$ cat src/rtl/sm3_hash_engine_assert.svh
// ----------------------------------------------------------------------------
// SM3 hash engine assertion macros
// Shared concurrent assertion wrappers, all clocked on clk_i.
// ----------------------------------------------------------------------------
`ifndef SM3_HASH_ENGINE_ASSERT_SVH
`define SM3_HASH_ENGINE_ASSERT_SVH

// Checked only while out of reset.
`define SM3_ASSERT(label, prop, msg) \
  label: assert property (@(posedge clk_i) disable iff (!rst_ni) prop) else $error(msg);

// Checked at every edge, reset included.
`define SM3_ASSERT_ALWAYS(label, prop, msg) \
  label: assert property (@(posedge clk_i) prop) else $error(msg);

`endif

$ cat src/rtl/sm3_pkg.sv
// ----------------------------------------------------------------------------
// SM3 package
// Constants, types and helper functions shared by the SM3 hash engine.
// ----------------------------------------------------------------------------
`timescale 1ns / 1ps

package sm3_pkg;

  // Initial chaining value.
  localparam logic [31:0] IV [8] = '{
    32'h7380166F, 32'h4914B2B9, 32'h172442D7, 32'hDA8A0600,
    32'hA96F30BC, 32'h163138AA, 32'hE38DEE4D, 32'hB0FB0E4E
  };

  localparam logic [31:0] T_LOW  = 32'h79CC4519;
  localparam logic [31:0] T_HIGH = 32'h7A879D8A;
  localparam logic [7:0]  PAD_BYTE = 8'h80;
  localparam logic [31:0] PAD_WORD = {PAD_BYTE, 24'h000000};

  // Controller states.
  typedef enum logic [2:0] {
    ST_IDLE,
    ST_PAD_EXTRA,
    ST_PAD_ZERO,
    ST_LEN_HI,
    ST_LEN_LO,
    ST_COMPRESS,
    ST_FINISH,
    ST_OUTPUT
  } sm3_state_e;

  // Source of a word written into the block window.
  typedef enum logic [2:0] {
    SEL_INPUT,
    SEL_PAD,
    SEL_ZERO,
    SEL_LEN_HI,
    SEL_LEN_LO
  } sm3_sel_e;

  // Commands from the controller to the datapath.
  typedef struct packed {
    logic     accept;    // input transfer, update the bit length
    logic     push;      // write one word into the block window
    sm3_sel_e push_sel;
    logic     round_en;  // run one compression round
    logic     finish;    // fold round registers into the chaining value
    logic     out_adv;   // digest word transferred
    logic     clear;     // rearm for a new message
  } sm3_cmd_t;

  // Status from the datapath to the controller.
  typedef struct packed {
    logic slot_last;   // next push completes a block
    logic slot_is_14;  // room left only for the length words
    logic round_last;  // current round is the 64th
    logic in_final;
    logic in_vb_full;
    logic out_last;    // digest index is seven
  } sm3_status_t;

  // Rotate left by a variable amount.
  function automatic logic [31:0] rotl(input logic [31:0] x, input logic [4:0] n);
    logic [63:0] tmp;
    tmp = {x, x} << n;
    return tmp[63:32];
  endfunction

  function automatic logic [31:0] perm0(input logic [31:0] x);
    return x ^ rotl(x, 5'd9) ^ rotl(x, 5'd17);
  endfunction

  function automatic logic [31:0] perm1(input logic [31:0] x);
    return x ^ rotl(x, 5'd15) ^ rotl(x, 5'd23);
  endfunction

  // Round constant, rotated by the round number modulo 32.
  function automatic logic [31:0] t_rot(input logic [5:0] j);
    logic [31:0] t;
    t = (j < 6'd16) ? T_LOW : T_HIGH;
    return rotl(t, j[4:0]);
  endfunction

endpackage

$ cat src/rtl/sm3_ctrl.sv
// ----------------------------------------------------------------------------
// SM3 controller
// Sequences input transfers, padding, compression and digest output.
// ----------------------------------------------------------------------------
`timescale 1ns / 1ps

module sm3_ctrl (
  input  logic                 clk_i,
  input  logic                 rst_ni,
  input  logic                 in_valid_i,
  output logic                 in_ready_o,
  output logic                 out_valid_o,
  input  logic                 out_ready_i,
  input  sm3_pkg::sm3_status_t status_i,
  output sm3_pkg::sm3_cmd_t    cmd_o
);

  sm3_pkg::sm3_state_e state_q, state_d;
  sm3_pkg::sm3_state_e ret_q, ret_d;
  sm3_pkg::sm3_state_e push_next;

  // State and return-state registers.
  always_ff @(posedge clk_i or negedge rst_ni) begin
    if (!rst_ni) begin
      state_q <= sm3_pkg::ST_IDLE;
      ret_q   <= sm3_pkg::ST_IDLE;
    end else begin
      state_q <= state_d;
      ret_q   <= ret_d;
    end
  end

  // Next state and commands.
  always_comb begin
    state_d         = state_q;
    ret_d           = ret_q;
    push_next       = sm3_pkg::ST_IDLE;
    cmd_o           = '0;
    cmd_o.push_sel  = sm3_pkg::SEL_ZERO;
    in_ready_o      = 1'b0;
    out_valid_o     = 1'b0;

    unique case (state_q)
      sm3_pkg::ST_IDLE: begin
        in_ready_o = 1'b1;
        if (in_valid_i) begin
          cmd_o.accept   = 1'b1;
          cmd_o.push     = 1'b1;
          cmd_o.push_sel = sm3_pkg::SEL_INPUT;
          if (!status_i.in_final) begin
            push_next = sm3_pkg::ST_IDLE;
          end else if (status_i.in_vb_full) begin
            push_next = sm3_pkg::ST_PAD_EXTRA;
          end else begin
            push_next = sm3_pkg::ST_PAD_ZERO;
          end
        end
      end
      sm3_pkg::ST_PAD_EXTRA: begin
        cmd_o.push     = 1'b1;
        cmd_o.push_sel = sm3_pkg::SEL_PAD;
        push_next      = sm3_pkg::ST_PAD_ZERO;
      end
      sm3_pkg::ST_PAD_ZERO: begin
        if (status_i.slot_is_14) begin
          state_d = sm3_pkg::ST_LEN_HI;
        end else begin
          cmd_o.push     = 1'b1;
          cmd_o.push_sel = sm3_pkg::SEL_ZERO;
          push_next      = sm3_pkg::ST_PAD_ZERO;
        end
      end
      sm3_pkg::ST_LEN_HI: begin
        cmd_o.push     = 1'b1;
        cmd_o.push_sel = sm3_pkg::SEL_LEN_HI;
        push_next      = sm3_pkg::ST_LEN_LO;
      end
      sm3_pkg::ST_LEN_LO: begin
        cmd_o.push     = 1'b1;
        cmd_o.push_sel = sm3_pkg::SEL_LEN_LO;
        push_next      = sm3_pkg::ST_OUTPUT;
      end
      sm3_pkg::ST_COMPRESS: begin
        cmd_o.round_en = 1'b1;
        if (status_i.round_last) begin
          state_d = sm3_pkg::ST_FINISH;
        end
      end
      sm3_pkg::ST_FINISH: begin
        cmd_o.finish = 1'b1;
        state_d      = ret_q;
      end
      sm3_pkg::ST_OUTPUT: begin
        out_valid_o = 1'b1;
        if (out_ready_i) begin
          cmd_o.out_adv = 1'b1;
          if (status_i.out_last) begin
            cmd_o.clear = 1'b1;
            state_d     = sm3_pkg::ST_IDLE;
          end
        end
      end
    endcase

    // A push that completes the block detours through compression.
    if (cmd_o.push) begin
      if (status_i.slot_last) begin
        state_d = sm3_pkg::ST_COMPRESS;
        ret_d   = push_next;
      end else begin
        state_d = push_next;
      end
    end
  end

endmodule

$ cat src/rtl/sm3_datapath.sv
// ----------------------------------------------------------------------------
// SM3 datapath
// Block window with message expansion, round registers, chaining value,
// bit length and output word selection.
// ----------------------------------------------------------------------------
`timescale 1ns / 1ps

module sm3_datapath (
  input  logic                 clk_i,
  input  logic                 rst_ni,
  input  logic [31:0]          msg_word_i,
  input  logic [2:0]           valid_bytes_i,
  input  logic                 final_word_i,
  input  sm3_pkg::sm3_cmd_t    cmd_i,
  output sm3_pkg::sm3_status_t status_o,
  output logic [31:0]          digest_word_o,
  output logic [2:0]           digest_index_o,
  output logic                 digest_done_o
);

  logic [31:0] win_q   [16];
  logic [31:0] rr_q    [8];
  logic [31:0] chain_q [8];
  logic [63:0] len_q;
  logic [3:0]  slot_q;
  logic [5:0]  rnd_q;
  logic [2:0]  idx_q;

  logic [2:0]  vb_sat;
  logic [31:0] in_word;
  logic [31:0] push_word;
  logic [31:0] new_w;
  logic [31:0] a12, ss1, ss2, ff, gg, tt1, tt2;
  logic [63:0] len_add;

  // Byte count saturates at four.
  assign vb_sat = (valid_bytes_i > 3'd4) ? 3'd4 : valid_bytes_i;

  // Input word, with the pad byte placed after a partial final word.
  always_comb begin
    if (!final_word_i) begin
      in_word = msg_word_i;
    end else begin
      case (vb_sat)
        3'd0:    in_word = sm3_pkg::PAD_WORD;
        3'd1:    in_word = {msg_word_i[31:24], sm3_pkg::PAD_BYTE, 16'h0000};
        3'd2:    in_word = {msg_word_i[31:16], sm3_pkg::PAD_BYTE, 8'h00};
        3'd3:    in_word = {msg_word_i[31:8], sm3_pkg::PAD_BYTE};
        default: in_word = msg_word_i;
      endcase
    end
  end

  // Word source for the block window.
  always_comb begin
    unique case (cmd_i.push_sel)
      sm3_pkg::SEL_INPUT:  push_word = in_word;
      sm3_pkg::SEL_PAD:    push_word = sm3_pkg::PAD_WORD;
      sm3_pkg::SEL_LEN_HI: push_word = len_q[63:32];
      sm3_pkg::SEL_LEN_LO: push_word = len_q[31:0];
      default:             push_word = 32'h0;
    endcase
  end

  // One compression round and the next expanded message word.
  always_comb begin
    a12 = sm3_pkg::rotl(rr_q[0], 5'd12);
    ss1 = sm3_pkg::rotl(a12 + rr_q[4] + sm3_pkg::t_rot(rnd_q), 5'd7);
    ss2 = ss1 ^ a12;
    if (rnd_q < 6'd16) begin
      ff = rr_q[0] ^ rr_q[1] ^ rr_q[2];
      gg = rr_q[4] ^ rr_q[5] ^ rr_q[6];
    end else begin
      ff = (rr_q[0] & rr_q[1]) | (rr_q[0] & rr_q[2]) | (rr_q[1] & rr_q[2]);
      gg = (rr_q[4] & rr_q[5]) | (~rr_q[4] & rr_q[6]);
    end
    tt1   = ff + rr_q[3] + ss2 + (win_q[0] ^ win_q[4]);
    tt2   = gg + rr_q[7] + ss1 + win_q[0];
    new_w = sm3_pkg::perm1(win_q[0] ^ win_q[7] ^ sm3_pkg::rotl(win_q[13], 5'd15))
            ^ sm3_pkg::rotl(win_q[3], 5'd7) ^ win_q[10];
  end

  // Block window: pushes and rounds both shift toward entry zero.
  always_ff @(posedge clk_i) begin
    if (cmd_i.push || cmd_i.round_en) begin
      for (int i = 0; i < 15; i++) begin
        win_q[i] <= win_q[i+1];
      end
      win_q[15] <= cmd_i.push ? push_word : new_w;
    end
  end

  // Round registers, loaded from the chaining value as a block completes.
  always_ff @(posedge clk_i) begin
    if (cmd_i.push && status_o.slot_last) begin
      for (int i = 0; i < 8; i++) begin
        rr_q[i] <= chain_q[i];
      end
    end else if (cmd_i.round_en) begin
      rr_q[0] <= tt1;
      rr_q[1] <= rr_q[0];
      rr_q[2] <= sm3_pkg::rotl(rr_q[1], 5'd9);
      rr_q[3] <= rr_q[2];
      rr_q[4] <= sm3_pkg::perm0(tt2);
      rr_q[5] <= rr_q[4];
      rr_q[6] <= sm3_pkg::rotl(rr_q[5], 5'd19);
      rr_q[7] <= rr_q[6];
    end
  end

  // Bit length added by an input transfer.
  assign len_add = final_word_i ? {58'd0, vb_sat, 3'b000} : 64'd32;

  // Chaining value, length and counters.
  always_ff @(posedge clk_i or negedge rst_ni) begin
    if (!rst_ni) begin
      for (int i = 0; i < 8; i++) begin
        chain_q[i] <= sm3_pkg::IV[i];
      end
      len_q  <= '0;
      slot_q <= '0;
      rnd_q  <= '0;
      idx_q  <= '0;
    end else begin
      if (cmd_i.clear) begin
        for (int i = 0; i < 8; i++) begin
          chain_q[i] <= sm3_pkg::IV[i];
        end
      end else if (cmd_i.finish) begin
        for (int i = 0; i < 8; i++) begin
          chain_q[i] <= chain_q[i] ^ rr_q[i];
        end
      end
      if (cmd_i.clear) begin
        len_q <= '0;
      end else if (cmd_i.accept) begin
        len_q <= len_q + len_add;
      end
      if (cmd_i.clear) begin
        slot_q <= '0;
      end else if (cmd_i.push) begin
        slot_q <= slot_q + 4'd1;
      end
      if (cmd_i.push && status_o.slot_last) begin
        rnd_q <= '0;
      end else if (cmd_i.round_en) begin
        rnd_q <= rnd_q + 6'd1;
      end
      if (cmd_i.out_adv) begin
        idx_q <= idx_q + 3'd1;
      end
    end
  end

  // Status toward the controller.
  always_comb begin
    status_o.slot_last  = (slot_q == 4'd15);
    status_o.slot_is_14 = (slot_q == 4'd14);
    status_o.round_last = (rnd_q == 6'd63);
    status_o.in_final   = final_word_i;
    status_o.in_vb_full = (valid_bytes_i >= 3'd4);
    status_o.out_last   = (idx_q == 3'd7);
  end

  // Digest output.
  assign digest_word_o  = chain_q[idx_q];
  assign digest_index_o = idx_q;
  assign digest_done_o  = (idx_q == 3'd7);

endmodule

$ cat src/rtl/sm3_hash_engine.sv
// Each full block runs 64 compression rounds, one per cycle in the round
// datapath, and then one chaining update. A final word adds padding pushes,
// one or two compressions and eight digest transfers.
// Reset is asynchronous, active low: chaining value to the initial vector,
// length and counters to zero, no clearing pass.
// ----------------------------------------------------------------------------
// SM3 hash engine
// Streams message words, pads the final block and returns the 256-bit digest
// as eight 32-bit words.
// ----------------------------------------------------------------------------
`timescale 1ns / 1ps
`include "sm3_hash_engine_assert.svh"

module sm3_hash_engine (
  input  logic        clk_i,
  input  logic        rst_ni,
  input  logic        in_valid_i,
  output logic        in_ready_o,
  input  logic [31:0] msg_word_i,
  input  logic [2:0]  valid_bytes_i,
  input  logic        final_word_i,
  output logic        out_valid_o,
  input  logic        out_ready_i,
  output logic [31:0] digest_word_o,
  output logic [2:0]  digest_index_o,
  output logic        digest_done_o
);

  sm3_pkg::sm3_cmd_t    cmd;
  sm3_pkg::sm3_status_t status;

  // Controller.
  sm3_ctrl u_ctrl (
    .clk_i       (clk_i),
    .rst_ni      (rst_ni),
    .in_valid_i  (in_valid_i),
    .in_ready_o  (in_ready_o),
    .out_valid_o (out_valid_o),
    .out_ready_i (out_ready_i),
    .status_i    (status),
    .cmd_o       (cmd)
  );

  // Datapath.
  sm3_datapath u_datapath (
    .clk_i          (clk_i),
    .rst_ni         (rst_ni),
    .msg_word_i     (msg_word_i),
    .valid_bytes_i  (valid_bytes_i),
    .final_word_i   (final_word_i),
    .cmd_i          (cmd),
    .status_o       (status),
    .digest_word_o  (digest_word_o),
    .digest_index_o (digest_index_o),
    .digest_done_o  (digest_done_o)
  );

  // Input and output sides are never open together.
  `SM3_ASSERT_ALWAYS(a_in_out_excl, !(in_ready_o && out_valid_o), "input and output both open")
  // After the last digest word the engine is ready for a new message.
  `SM3_ASSERT(a_rearm, (out_valid_o && out_ready_i && digest_done_o) |=> in_ready_o, "no rearm")
  // A window push and a compression round never share a cycle.
  `SM3_ASSERT(a_push_round, !(cmd.push && cmd.round_en), "push during round")

endmodule

$ cat config.mk
export PLATFORM = sky130hd
export DESIGN_NAME = sm3_hash_engine
export DESIGN_NICKNAME = d
export VERILOG_FILES = /design/src/rtl/sm3_pkg.sv /design/src/rtl/sm3_ctrl.sv /design/src/rtl/sm3_datapath.sv /design/src/rtl/sm3_hash_engine.sv
export VERILOG_INCLUDE_DIRS = /design/src /design/src/rtl
export SDC_FILE = /design/constraint.sdc
export NUM_CORES = 2
export LEC_CHECK = 0
export BUFFER_PORTS_ARGS = -buffer_cell sky130_fd_sc_hd__buf_4
export CORE_ASPECT_RATIO = 0.9
export CORE_MARGIN = 5
export CORE_UTILIZATION = 46
export DETAILED_ROUTE_END_ITERATION = 8
export GPL_TIMING_DRIVEN = 0
export PLACE_DENSITY_LB_ADDON = 0.12
export SYNTH_ARGS = -nofsm -noshare
export SYNTH_HDL_FRONTEND = slang
export SYNTH_SLANG_ARGS = --single-unit
$ cat constraint.sdc
create_clock -name clk_i -period 18.95 [get_ports clk_i]
set_input_delay 3.79 -clock clk_i [delete_from_list [all_inputs] [get_ports clk_i]]
set_output_delay 3.79 -clock clk_i [all_outputs]
set_load 0.005 [all_outputs]
==> flow_metrics.py <==
metrics = {
    "drt": {
        "vias": 42600,
        "final_antenna_net_count": 0,
        "detail_route.wl_per_cell_um": 31.1,
        "post_drt_via_cell_ratio": 5.98,
        "routed_wl_um": 222000,
        "drc_errors": 0,
        "detailedRoute.firstPassIterationCount": 6,
        "drt_iter0_drc": 5936,
    },
    "synth": {
        "postSynthCellCount": 5102,
        "sequential_to_total_area_share_from_yosys_stat": 0.540,
        "synth_area_um2": 58500,
        "synth_enable_flop_cells": 768,
        "synth.net_count": 5436,
        "synth.ff_latch_count": 1104,
        "dominantRegCellSynth": "sky130_fd_sc_hd__edfxtp_1",
        "synth_cell_type_count": 85,
        "synth_warnings": 0,
        "synth.avg_cell_area_um2": 11.5,
        "async_reset_ff_frac": 0.304,
    },
    "global_route": {
        "grt-ovfl-total": 0,
        "pin_count_of_the_biggest_net_entering_global_routing": 97,
        "grt_pass1_vias": 39400,
        "global_route.usage.total": 0.327,
        "global_route_wire_length_before_repair_um": 307000,
        "grt_antenna_before_repair": 14,
    },
    "setup_path": {
        "crit_required_ps": 19410,
        "reg2reg_depth": 38,
        "crit_path_max_fanout": 13,
        "cp_data_arrival_time_ps": 15310,
        "setup.worst_path.start_class": "flip-flop",
        "worst_setup_path_end_kind": "flip-flop",
        "critical_path.max_stage_delay_ps": 980,
        "crit_type": "reg2reg",
        "rr_startpoint": "u_datapath.rnd_q[4]$_DFFE_PN0P_",
        "critical_path.slowest_cell": "sky130_fd_sc_hd__o21ai_0",
        "critPathLaunch": "u_datapath.rnd_q[4]$_DFFE_PN0P_",
        "reg2reg_setup_slack_ps": 4090,
        "regToRegEndpoint": "u_datapath.rr_q[0][159]$_DFFE_PP_",
    },
    "floorplanning": {
        "core_area_um2": 127000,
        "boundaryPins": 78,
        "initial_utilization": 0.462,
        "die_w_um": 386,
        "floorplan.die.height_um": 348,
        "total_number_of_placement_rows": 124,
        "die_area_um2": 134000,
    },
    "sta": {
        "final-setup-viol-count": 0,
        "final_period_minus_worst_setup_slack_ps": 14860,
        "grt_setup_unrepaired": "false",
        "post-route-period-util": 0.784,
        "max_freq_mhz": 67.3,
        "max_slew.worst_pin.slew_ps": 1550,
        "max-slew-margin-rel": -0.0364,
        "finalHoldViolCount": 0,
        "maxSlewViolCount": 11,
        "clock-skew-final_ps": 43.6,
    },
    "place": {
        "placement.cell_area_um2": 61700,
        "place_congestion": 1.03,
        "portBuffers": 77,
        "detailedPlacementHpwl_um": 170000,
    },
    "cts": {
        "clock_tree_buffer_depth": 3,
        "library_cell_used_as_clock_root_buffer": "sky130_fd_sc_hd__clkbuf_16",
        "post_cts_resize_count": 0,
        "htreeDepth": 3,
        "cts-hold-fix-buffers": 0,
        "numClockSinks": 1104,
        "cts_post_setup_buffers_inserted": 0,
        "cts_tree": "yes",
        "tritoncts.num_buffers": 117,
        "clk_pin_slew_ps": 70,
        "worst_skew_pair.late_latency_ps": 780,
    },
    "min_path": {
        "min_path_cells": 0,
        "timing.hold.worst_endpoint": "u_datapath.win_q[0][3]$_DFFE_PP_",
        "timing.hold.worst.class": "reg2reg",
        "hold_start": "u_datapath.win_q[1][3]$_DFFE_PP_",
    },
    "cells_and_area": {
        "nNetsFinal": 5649,
        "sequential_cell_area_um2": 31600,
        "layout_cell_area_excl_fill_um2": 65500,
        "area_delta_synth_final_pct": 11.9,
        "multi_input_comb_area_um2": 25000,
        "layout.filler_cells": 11300,
        "mostFrequentLayoutCells": "sky130_fd_sc_hd__nand2_1, sky130_fd_sc_hd__edfxtp_1, sky130_fd_sc_hd__xnor2_1, sky130_fd_sc_hd__o21ai_0, sky130_fd_sc_hd__nor2_1",
        "drive_gt1_frac": 0.0993,
        "most_common_cell_after_layout_fill_and_taps_aside": "sky130_fd_sc_hd__nand2_1",
    },
    "run_status": {
        "failed_checks": "capacitance limit, slew limit",
        "status": "finished with violations",
    },
    "flow_run": {
        "maxCapViolCount": 1,
    },
}
[cell type report]
class / instances / area share
sequential: 1104 / 0.483
multi-input combinational: 3491 / 0.382
clock buffer: 159 / 0.0485
tap: 1701 / 0.0325
inverter: 296 / 0.0170
timing repair buffer: 94 / 0.0154
buffer: 211 / 0.0123
clock inverter: 61 / 0.00943
antenna: 8 / 0.000306
[worst max-delay path, delay by kind of cell (launching register included)]
kind | cells | cell delay, ps
AOI/OAI and AO/OA | 14 | 5100
adders and majority gates | 8 | 2980
buffers and inverters | 8 | 2440
xor gates and xnor gates | 4 | 2270
and+or+nand+nor | 4 | 1230
DFF | 1 | 440
[metrics by stage]
| step | hold WS, ps | utilization | setup slack (ps) | cells | setup TNS, ps |
|---|---|---|---|---|---|
| 2_1_floorplan | 400 | - | 2630 | 5102 | 0 |
| 4_1_cts | 411 | 0.517 | 4630 | 7117 | 0 |
| 5_1_grt | 420 | 0.517 | 4130 | 7118 | 0 |
| 6_report | 411 | 0.517 | 4090 | 7125 | 0 |
| 3_5_place_dp | 405 | 0.487 | 4680 | 6897 | 0 |
| 3_3_place_gp | 400 | 0.483 | -2610 | 6880 | -1260150 |
[Yosys cell counts (68+ instances only)]
cell / n / area share
sky130_fd_sc_hd__dfrtp_1: 217 / 0.093
sky130_fd_sc_hd__mux2i_1: 68 / 0.012
sky130_fd_sc_hd__and3_1: 137 / 0.015
sky130_fd_sc_hd__clkbuf_1: 192 / 0.012
sky130_fd_sc_hd__ha_1: 105 / 0.022
sky130_fd_sc_hd__xor2_1: 283 / 0.042
sky130_fd_sc_hd__a21oi_1: 232 / 0.020
sky130_fd_sc_hd__nor2_1: 331 / 0.021
sky130_fd_sc_hd__dfstp_2: 119 / 0.053
sky130_fd_sc_hd__inv_1: 291 / 0.019
sky130_fd_sc_hd__fa_1: 189 / 0.065
sky130_fd_sc_hd__nand2_1: 851 / 0.055
sky130_fd_sc_hd__xnor2_1: 347 / 0.052
sky130_fd_sc_hd__o21ai_0: 338 / 0.029
sky130_fd_sc_hd__edfxtp_1: 768 / 0.39
[flip-flops by register name (all words and copies together) (netlist names)]
signal and flops:
u_datapath.chain_q 256, u_datapath.slot_q 4, u_ctrl.state_q 3, u_datapath.digest_index_o 3, u_datapath.win_q 512, u_datapath.len_q 61
u_ctrl.ret_q 3, u_datapath.rr_q 256, u_datapath.rnd_q 6
[cell families after synthesis]
group | share of synthesized area
xor gates and xnor gates | 0.0965
and+or+nand+nor | 0.110
buffers and inverters | 0.0326
adders and majority gates | 0.0871
AOI/OAI and AO/OA | 0.0871
muxes | 0.0463
DFF | 0.540
[routing by layer]
metal / vias to the layer above / global-route usage / wire [um]
met5: - / 0 / 55
met4: 8 / 0.132 / 10900
met3: 405 / 0.114 / 28700
met2: 2536 / 0.445 / 89400
met1: 21500 / 0.476 / 92700
li1: 18100 / - / -
[how the worst max path moves through the flow]
stage               slack, ps                           endpoint  cells past startpoint
floorplan                2630   u_datapath.win_q[0][0]$_DFFE_PP_                      6
global placement        -2610   u_datapath.win_q[0][3]$_DFFE_PP_                      7
detailed placement       4680  u_datapath.rr_q[0][159]$_DFFE_PP_                     38
CTS                      4630  u_datapath.rr_q[0][159]$_DFFE_PP_                     38
global route             4130  u_datapath.rr_q[0][159]$_DFFE_PP_                     38
finish                   4090  u_datapath.rr_q[0][159]$_DFFE_PP_                     38
Power is not shown: default switching activity piles up to over one toggle a cycle in this logic, so the estimate is an artifact.
